### config.mk
export PLATFORM = sky130hd
export DESIGN_NAME = amkc_ctl
export DESIGN_NICKNAME = d
export VERILOG_FILES = /design/src/rtl/amkc_pkg.sv /design/src/rtl/amkc_ctl.sv
export SDC_FILE = /design/constraint.sdc
export NUM_CORES = 1
export LEC_CHECK = 0
export ABC_AREA = 0
export BUFFER_PORTS_ARGS = -buffer_cell sky130_fd_sc_hd__clkbuf_2
export CAP_MARGIN = 20
export CORE_AREA = 10 10 47 49
export DETAILED_ROUTE_END_ITERATION = 10
export DIE_AREA = 0 0 57 59
export PLACE_DENSITY = 0.65
export RECOVER_POWER = 50
export SLEW_MARGIN = 10
export SYNTH_ARGS = -nofsm -noshare
export SYNTH_HDL_FRONTEND = slang
export SYNTH_SLANG_ARGS = --single-unit
### constraint.sdc
create_clock -name i_clk -period 1.8 [get_ports i_clk]
set_input_delay 0.09 -clock i_clk [delete_from_list [all_inputs] [get_ports i_clk]]
set_output_delay 0.09 -clock i_clk [all_outputs]
set_load 0.1 [all_outputs]
### src/rtl/amkc_pkg.sv
// Package: shared constants, types and helper functions for the keystream cipher.
`timescale 1ns / 1ps
`default_nettype none

package amkc_pkg;

    // Round count default and key store geometry
    localparam int ROUNDS_DEF  = 16;
    localparam int KEY_DEPTH   = 64;
    localparam int KEY_BANKS   = 4;
    localparam int KEY_ROWS    = KEY_DEPTH / KEY_BANKS;
    localparam int KEY_ROW_W   = $clog2(KEY_ROWS);
    localparam int KEY_IDX_W   = $clog2(KEY_DEPTH);
    localparam int BANK_W      = $clog2(KEY_BANKS);

    // Field widths
    localparam int WORD_W      = 32;
    localparam int HALF_W      = 64;
    localparam int BLOCK_W     = 128;
    localparam int BLOCK_BYTES = 16;
    localparam int COUNT_W     = 5;
    localparam int KIND_W      = 2;
    localparam int CFG_IDX_W   = 2;

    // Stream bus widths (zero padded to whole bytes)
    localparam int S_TDATA_W   = 208;
    localparam int M_TDATA_W   = 168;

    // Beat kinds carried in tuser
    localparam logic [KIND_W-1:0] KIND_KEY   = 2'd0;
    localparam logic [KIND_W-1:0] KIND_START = 2'd1;
    localparam logic [KIND_W-1:0] KIND_DATA  = 2'd2;

    // Configuration register indexes
    localparam logic [CFG_IDX_W-1:0] CFG_NONCE0 = 2'd0;
    localparam logic [CFG_IDX_W-1:0] CFG_NONCE1 = 2'd1;
    localparam logic [CFG_IDX_W-1:0] CFG_NONCE2 = 2'd2;

    // Round multipliers and mix rotations
    localparam logic [WORD_W-1:0] MUL0 = 32'h71e961dd;
    localparam logic [WORD_W-1:0] MUL1 = 32'h47dff15d;
    localparam logic [WORD_W-1:0] MUL2 = 32'h172f4f2f;
    localparam logic [WORD_W-1:0] MUL3 = 32'hf9c1e3c7;
    localparam int ROT0 = 13;
    localparam int ROT1 = 7;
    localparam int ROT2 = 11;
    localparam int ROT3 = 15;

    // Datapath commands from the controller
    typedef struct packed {
        logic key_we;    // write one round key word
        logic ctr_set;   // load block counter
        logic start;     // seed state words, capture data block
        logic mix0;      // first half of rotate-add mix
        logic mix1;      // second half of rotate-add mix
        logic mul;       // multiply and key xor
        logic out_load;  // fill output register
    } t_dp_cmd;

    function automatic logic [WORD_W-1:0] rotl32(input logic [WORD_W-1:0] x, input int n);
        return (x << n) | (x >> (WORD_W - n));
    endfunction

    // Byte mask over a 128-bit block, lowest cnt bytes set
    function automatic logic [BLOCK_W-1:0] byte_mask(input logic [COUNT_W-1:0] cnt);
        logic [BLOCK_W-1:0] m;
        m = '0;
        for (int i = 0; i < BLOCK_BYTES; i++) begin
            m[8*i +: 8] = (COUNT_W'(i) < cnt) ? 8'hff : 8'h00;
        end
        return m;
    endfunction

endpackage

`default_nettype wire

### src/rtl/amkc_ctl.sv
// Controller: beat decode, round sequencing and output valid.
`timescale 1ns / 1ps
`default_nettype none

module amkc_ctl #(
    parameter int ROUNDS = amkc_pkg::ROUNDS_DEF
) (
    input  wire logic                              i_clk,
    input  wire logic                              i_rst_n,
    input  wire logic                              i_s_valid,
    input  wire logic [amkc_pkg::KIND_W-1:0]       i_kind,
    input  wire logic [amkc_pkg::COUNT_W-1:0]      i_byte_count,
    output logic                                   o_s_ready,
    output logic                                   o_m_valid,
    input  wire logic                              i_m_ready,
    output amkc_pkg::t_dp_cmd                      o_cmd,
    output logic      [amkc_pkg::KEY_ROW_W-1:0]    o_key_row
);

    localparam int RW = (ROUNDS > 1) ? $clog2(ROUNDS) : 1;

    typedef enum logic [2:0] {
        S_IDLE,
        S_MIX0,
        S_MIX1,
        S_MUL,
        S_HOLD
    } t_state;

    t_state          r_state;
    logic   [RW-1:0] r_round;
    logic            r_m_valid;

    logic                                w_accept;
    logic                                w_last_round;
    logic [RW+amkc_pkg::KEY_ROW_W-1:0]   w_round_ext;

    assign w_accept     = i_s_valid && (r_state == S_IDLE);
    assign w_last_round = (r_round == RW'(ROUNDS - 1));

    // Command decode
    always_comb begin
        o_cmd          = '0;
        o_cmd.key_we   = w_accept && (i_kind == amkc_pkg::KIND_KEY);
        o_cmd.ctr_set  = w_accept && (i_kind == amkc_pkg::KIND_START);
        o_cmd.start    = w_accept && (i_kind == amkc_pkg::KIND_DATA)
                         && (i_byte_count != '0);
        o_cmd.mix0     = (r_state == S_MIX0);
        o_cmd.mix1     = (r_state == S_MIX1);
        o_cmd.mul      = (r_state == S_MUL);
        o_cmd.out_load = (r_state == S_HOLD) && (!r_m_valid || i_m_ready);
    end

    // Key row for the current round wraps over the key store
    assign w_round_ext = {{amkc_pkg::KEY_ROW_W{1'b0}}, r_round};
    assign o_key_row   = w_round_ext[amkc_pkg::KEY_ROW_W-1:0];

    // State, round counter and output valid
    always_ff @(posedge i_clk) begin
        if (!i_rst_n) begin
            r_state   <= S_IDLE;
            r_round   <= '0;
            r_m_valid <= 1'b0;
        end else begin
            if (o_cmd.out_load) begin
                r_m_valid <= 1'b1;
            end else if (i_m_ready) begin
                r_m_valid <= 1'b0;
            end

            case (r_state)
                S_IDLE: begin
                    if (o_cmd.start) begin
                        r_round <= '0;
                        r_state <= S_MIX0;
                    end
                end
                S_MIX0: begin
                    r_state <= S_MIX1;
                end
                S_MIX1: begin
                    r_state <= S_MUL;
                end
                S_MUL: begin
                    if (w_last_round) begin
                        r_state <= S_HOLD;
                    end else begin
                        r_round <= r_round + RW'(1);
                        r_state <= S_MIX0;
                    end
                end
                S_HOLD: begin
                    if (o_cmd.out_load) begin
                        r_state <= S_IDLE;
                    end
                end
                default: begin
                    r_state <= S_IDLE;
                end
            endcase
        end
    end

    assign o_s_ready = (r_state == S_IDLE);
    assign o_m_valid = r_m_valid;

endmodule

`default_nettype wire

* After elaboration in Yosys (flattened, before gate mapping)
Cells that the tools add are included.
** Word-level totals
- Register bits :: 8
- Output and inout port bits :: 13
- Word-level logic and storage cells :: 38
** Operators by class
- Add/sub/neg operators :: 1
- Equality and inequality tests :: 10
- Multiplexer cells :: 9
- Reduce and logical (&&, ||, !) cells :: 15
** Operators with widths (count)
- $pmux 3 s5 :: 1
- $mux 3 :: 3
- $mux 4 :: 2
- $pmux 4 s2 :: 1
- $eq 3x2->1 const B :: 2
- $logic_and 1x1->1 :: 6
- $reduce_bool 5->1 :: 1
- $add 4x1->4 const B :: 1
- $eq 4x4->1 const B :: 1
- $ne 2x2->1 const B :: 2
- $reduce_bool 2->1 :: 2
- $eq 3x1->1 const B :: 1
- $eq 3x3->1 const B :: 1
- $logic_not 3->1 :: 1
- $reduce_and 3->1 :: 1
- $eq 2x1->1 const B :: 1
- $eq 2x2->1 const B :: 1
- $logic_not 2->1 :: 1
- $mux 1 :: 2
- $ne 2x1->1 const B :: 1
- $reduce_and 2->1 :: 1
- $logic_not 1->1 :: 1
- $logic_or 1x1->1 :: 1

* Depth between registers and ports, before layout
Gate-level depths: netlist of the first run.
- Word-level depth :: 6
- Depth in mapped cells :: 5
- Depth with buffers taken out :: 5

* Least setup slack after synthesis of the first run
Ideal clock, no wire load.
- Path type :: reg-to-output
- Start point :: register r_state[0]
- End point :: output o_cmd[6] (netlist name)
- Data arrival time :: 5.646 ns
- Data required time :: 1.710 ns
- Path slack :: -3.936 ns
- Stages on the path, launching flop included :: 3
- Buffers on the path :: 0
- Path through :: dfxtp_1 > nor3_1 > nor4bb_1
** RTL lines
- start: declaration :: RTL line amkc_ctl.sv:30 : t_state r_state;
- start signal: assignment :: RTL line amkc_ctl.sv:61 : r_state <= S_IDLE;
- start signal: assignment :: RTL line amkc_ctl.sv:75 : r_state <= S_MIX0;
- start signal: assignment :: RTL line amkc_ctl.sv:79 : r_state <= S_MIX1;
- end: declaration :: RTL line amkc_ctl.sv:16 : output amkc_pkg::t_dp_cmd o_cmd,

==> results of run 1 <==
==> layout by cell type (no fill, tap or decap), types with 2 or more instances in the layout <==
cell / n
and3_1: 2
dfxtp_2: 3
inv_1: 4
clkbuf_1: 2
o21ai_0: 2
nand3_1: 2
o21a_1: 2
dfxtp_1: 5
clkbuf_4: 3
and4b_1: 3
mux2i_1: 2
nor2b_1: 2
nor3b_1: 2
nor3_4: 2
nand2_1: 3
clkbuf_2: 19
==> flip-flops by register name, summed over array words and instances, names as in the netlist <==
name,flops
r_state,3
o_key_row,4
o_m_valid,1
==> worst max path at each step <==
| stage | end | slack (ps) | cells past startpoint |
|---|---|---|---|
| after detailed placement | o_cmd[4] | 270 | 5 |
| final | o_cmd[4] | 160 | 4 |
| after CTS | o_cmd[4] | 120 | 4 |
| after global placement | o_cmd[4] | 300 | 5 |
| after global routing | o_cmd[4] | 30 | 4 |
| after floorplan | o_cmd[6] | -670 | 2 |
==> stage by stage <==
step | power, W | setup TNS, ps | std cells
floorplan | 0.000280 | -1640 | 49
global placement | 0.000307 | 0 | 88
detailed placement | 0.000308 | 0 | 88
CTS | 0.000449 | 0 | 91
global route | 0.000463 | 0 | 91
finish | 0.000440 | 0 | 91
==> cell type report <==
class,instances,area (um^2),area share
flip-flops and latches,8,164,0.249
well taps,16,20.0,0.0304
repair buffers,23,130,0.197
inverters,5,22.5,0.0342
clock buffers,3,22.5,0.0342
multi-input cells,36,300,0.455
==> cell families after synthesis <==
logic type,Yosys count,synth area share
compound gates,9,0.142
simple gates,24,0.376
buf+inv,5,0.0427
flops,8,0.365
fa+ha+maj,1,0.0285
mux,2,0.0456
==> power by group through the flow <==
| stage | Sequential, W | Clock (W) | Combinational [W] |
|---|---|---|---|
| after floorplan | 0.000191 | 0 | 0.0000894 |
| after global placement | 0.000190 | 0 | 0.000117 |
| after detailed placement | 0.000190 | 0 | 0.000118 |
| after CTS | 0.000186 | 0.000144 | 0.000118 |
| after global routing | 0.000187 | 0.000153 | 0.000123 |
| final | 0.000186 | 0.000139 | 0.000116 |
==> per-layer routing <==
| layer | global-route usage | wire length, um | share of wire | vias to the layer above |
|---|---|---|---|---|
| li1 | - | - | - | 236 |
| met1 | 0.0910 | 542 | 0.47 | 200 |
| met2 | 0.0992 | 435 | 0.38 | 22 |
| met3 | 0.0386 | 137 | 0.12 | 4 |
| met4 | 0.0604 | 37 | 0.032 | 0 |
| met5 | 0 | 0 | 0 | - |
==> impl_metrics.toml, run 1 <==
[status]
status = "finished, final reports clean"

[cts]
numCtsBuffers = 3
ctsResizeCount = 0
cts_hold_buf = 0
clk_latency_ps = 250
cts.sinks = 8
root_buffer = "clkbuf_4"
cts.clk_slew.worst_paths_ps = 60
cts_buffer_depth = 2
tritoncts = "done"
postCtsSetupRepairBufs = 0
h-tree-depth = 1

[synthesis]
ys_top_cells_by_count = "8 x dfxtp_1, 5 x inv_1, 3 x and4b_1, 3 x nand2_1, 3 x nor2b_1"
yosys_warnings = 0
synth.area.top_cells = "dfxtp_1 36%, and4b_1 6.8%, mux2i_1 4.6%, inv_1 4.3%, nor2b_1 4.3%"
async_flop_share = 0
synthCells = 49
synth.distinct_cells = 25
synth_top_flop_cell = "dfxtp_1"
yosysTopAreaCell = "dfxtp_1"
yosysMostFrequentCell = "dfxtp_1"
yosys.area.top_type_share = 0.365
syn_area_um2 = 439
synth.avg_cell_area_um2 = 8.96
syn-num-nets = 61
synth-seq-cells = 8
yosysSeqAreaShare = 0.365
synth_edf_count = 0

[final_layout]
drive_above_1_share = 0.453
fin_nets = 89
syn_to_final_growth_pct = 50.1
stdcell_area_um2 = 659
fillCellCount = 152
diodes = 0
final_util = 0.471

[floorplan]
rows = 14
dieHeight_um = 59
io_pins = 24
coreArea_um2 = 1400
initial_core_util = 0.313
die_x_um = 57
die_area_um2 = 3360

[min_path]
min_from = "i_rst_n"
holdPathEnd = "r_state[1]"
worstHoldPathType = "primary input to flop"
min_path_cells = 2

[sta]
worst_pin_slew_ps = 1170
relSlewSlack = 0.222
fin_crit_ps = 1640
setup_viol = 0
period_share = 0.911
hold-worst-slack_ps = 136
report.final.slew_viol_count = 0
finClkSkew_ps = 2.21
max_freq_mhz = 610
setup_slack_ps = 161
hold_viol_final = 0
rsz0062_at_grt = "false"

[power]
switching_power_w = 0.000153
powerDensity_nw_per_um2 = 668
p_clk_frac = 0.315
swShare = 0.347
p_leak_nw = 0.313
combinationalPowerShare = 0.262
seqPwrFrac = 0.422
ir_drop_v = 0.000345
internal-power_w = 0.000288

[global_routing]
grt_max_degree = 9
overflow = 0
grt_usage = 0.0762
grt_pass1_wl_mm = 2.07
grt_pass1_vias = 463
grt_antenna_before_repair = 0

[worst_setup_path]
reg2regPathDepth = 5
critical-path-top-delay-family = "buffers and inverters"
crit_arrival_ps = 1550
path_cells = "nor3_4 > o211ai_2 > clkinvlp_4 > clkbuf_2"
end_kind = "output pin"
required_ps = 1710
startpoint = "r_state[0]"
slowest_stage = "clkbuf_2"
path_class = "flop to output pin"
reg2reg_from = "o_key_row[0]"
cp_slowest_stage_delay_ps = 440
rrSetupSlack_ps = 380
r2r_end = "o_key_row[0]"
crit_path_max_fanout = 6
critPathBufInv = 2
critPathLaunchType = "flop"

[placed_design]
placed_area_um2 = 651
place_congestion = 0.780
io_buffers = 23
pre_cts_ws_ps = 271

[detailed_routing]
dr.pass1.iters = 2
vias = 462
routedWlPerCell_um = 12.7
remaining_drc_errors = 0
vias_per_cell = 5.08
antenna_left = 0
drtIter0Drc = 2
wl_mm = 1.15

[run]
maxCapViolCount = 0
Note: power is estimated with default switching activity, not from simulation.
==> inputs of run 2 (changes only) <==
==> constraint.sdc (replaced) <==
create_clock -name i_clk -period 2.05 [get_ports i_clk]
set_input_delay 0.1025 -clock i_clk [delete_from_list [all_inputs] [get_ports i_clk]]
set_output_delay 0.1025 -clock i_clk [all_outputs]
set_load 0.1 [all_outputs]
==> impl_metrics.toml, run 2 (synthesis results as in run 1) <==
[cts]
root_buffer = "clkbuf_4"
cts_buffer_depth = 2
clk_latency_ps = 260
postCtsSetupRepairBufs = 0
h-tree-depth = 1
ctsResizeCount = 0
numCtsBuffers = 3
cts.clk_slew.worst_paths_ps = 60
tritoncts = "done"
cts_hold_buf = 0
cts.sinks = 8

[power]
combinationalPowerShare = 0.258
seqPwrFrac = 0.417
swShare = 0.356
switching_power_w = 0.000139
fin_total_pwr_w = 0.000391
internal-power_w = 0.000252
powerDensity_nw_per_um2 = 616
p_clk_frac = 0.325
p_leak_nw = 0.303
ir_drop_v = 0.000357

[sta]
worst_pin_slew_ps = 1170
rsz0062_at_grt = "false"
fin_setup_tns_ps = 0
setup_viol = 0
setup_slack_ps = 213
period_share = 0.896
finClkSkew_ps = 5.69
max_freq_mhz = 544
relSlewSlack = 0.225
fin_crit_ps = 1840
hold_viol_final = 0
report.final.slew_viol_count = 0

[run]
maxCapViolCount = 0

[floorplan]
io_pins = 24
rows = 14
die_area_um2 = 3360
initial_core_util = 0.313
die_x_um = 57
coreArea_um2 = 1400
dieHeight_um = 59

[placed_design]
place_congestion = 0.748
pre_cts_ws_ps = 499
placed_area_um2 = 619
io_buffers = 23
post-dp-hpwl_mm = 1.01

[detailed_routing]
vias = 467
routedWlPerCell_um = 13.3
antenna_left = 0
wl_mm = 1.21
vias_per_cell = 5.13
dr.pass1.iters = 4
remaining_drc_errors = 0
drtIter0Drc = 5

[final_layout]
stdcell_area_um2 = 634
diodes = 0
syn_to_final_growth_pct = 44.4
layout_commonest_cell = "clkbuf_2"
largest_reg_flops = 4
fin_nets = 89
final_cell_mix = "18 x clkbuf_2, 7 x dfxtp_1, 5 x clkbuf_1"
multiInputGateArea_um2 = 299
final_util = 0.453
fillCellCount = 154
seqCellArea_um2 = 161
drive_above_1_share = 0.413

[global_routing]
grt_pass1_wl_mm = 2.02
grt_usage = 0.0749
overflow = 0
grt_max_degree = 9
grt_antenna_before_repair = 0
grt_pass1_vias = 484

[worst_setup_path]
crit_path_max_fanout = 6
crit_arrival_ps = 1730
path_class = "flop to output pin"
required_ps = 1950
critPathLaunchType = "flop"
rrSetupSlack_ps = 590
end_kind = "output pin"

[min_path]
worstHoldPathType = "primary input to flop"

[status]
status = "finished, final reports clean"
[run 2: layout make-up]
class	count	area share
inverters	5	0.0355
repair buffers	23	0.172
clock buffers	3	0.0355
well taps	16	0.0316
flip-flops and latches	8	0.254
multi-input cells	36	0.471
[run 2: routing by layer]
layer | share of wire | up-vias | GRT usage
met5 | 0 | - | 0
met4 | 0.030 | 0 | 0.0604
met3 | 0.060 | 5 | 0.0279
met2 | 0.45 | 16 | 0.113
met1 | 0.46 | 207 | 0.0823
li1 | - | 239 | -
[run 2: path summary, 6_finish.rpt]
path           startpoint      endpoint  cells after the start
max            r_state[2]      o_cmd[0]                      3
min               i_rst_n    r_state[1]                      2
max reg2reg  o_key_row[0]  o_key_row[1]                      5
min reg2reg  o_key_row[1]  o_key_row[1]                      2
[run 2: power by group through the flow]
stage	Clock [W]	Combinational, W	Sequential (W)
final	0.000127	0.000101	0.000163
after detailed placement	0	0.000102	0.000167
after floorplan	0	0.0000773	0.000167
after global routing	0.000138	0.000106	0.000163
after CTS	0.000130	0.000102	0.000163
after global placement	0	0.000101	0.000167
[run 2: critical path, stage by stage (launching register included)]
cell	delay, ps
dfxtp_1	470
nor3b_1	350
nor2b_2	200
clkbuf_2	460
[run 2: stage by stage]
stage	std cells	hold slack, ps
detailed placement	88	421
CTS	91	136
finish	91	140
global route	91	178
global placement	88	406
floorplan	49	220
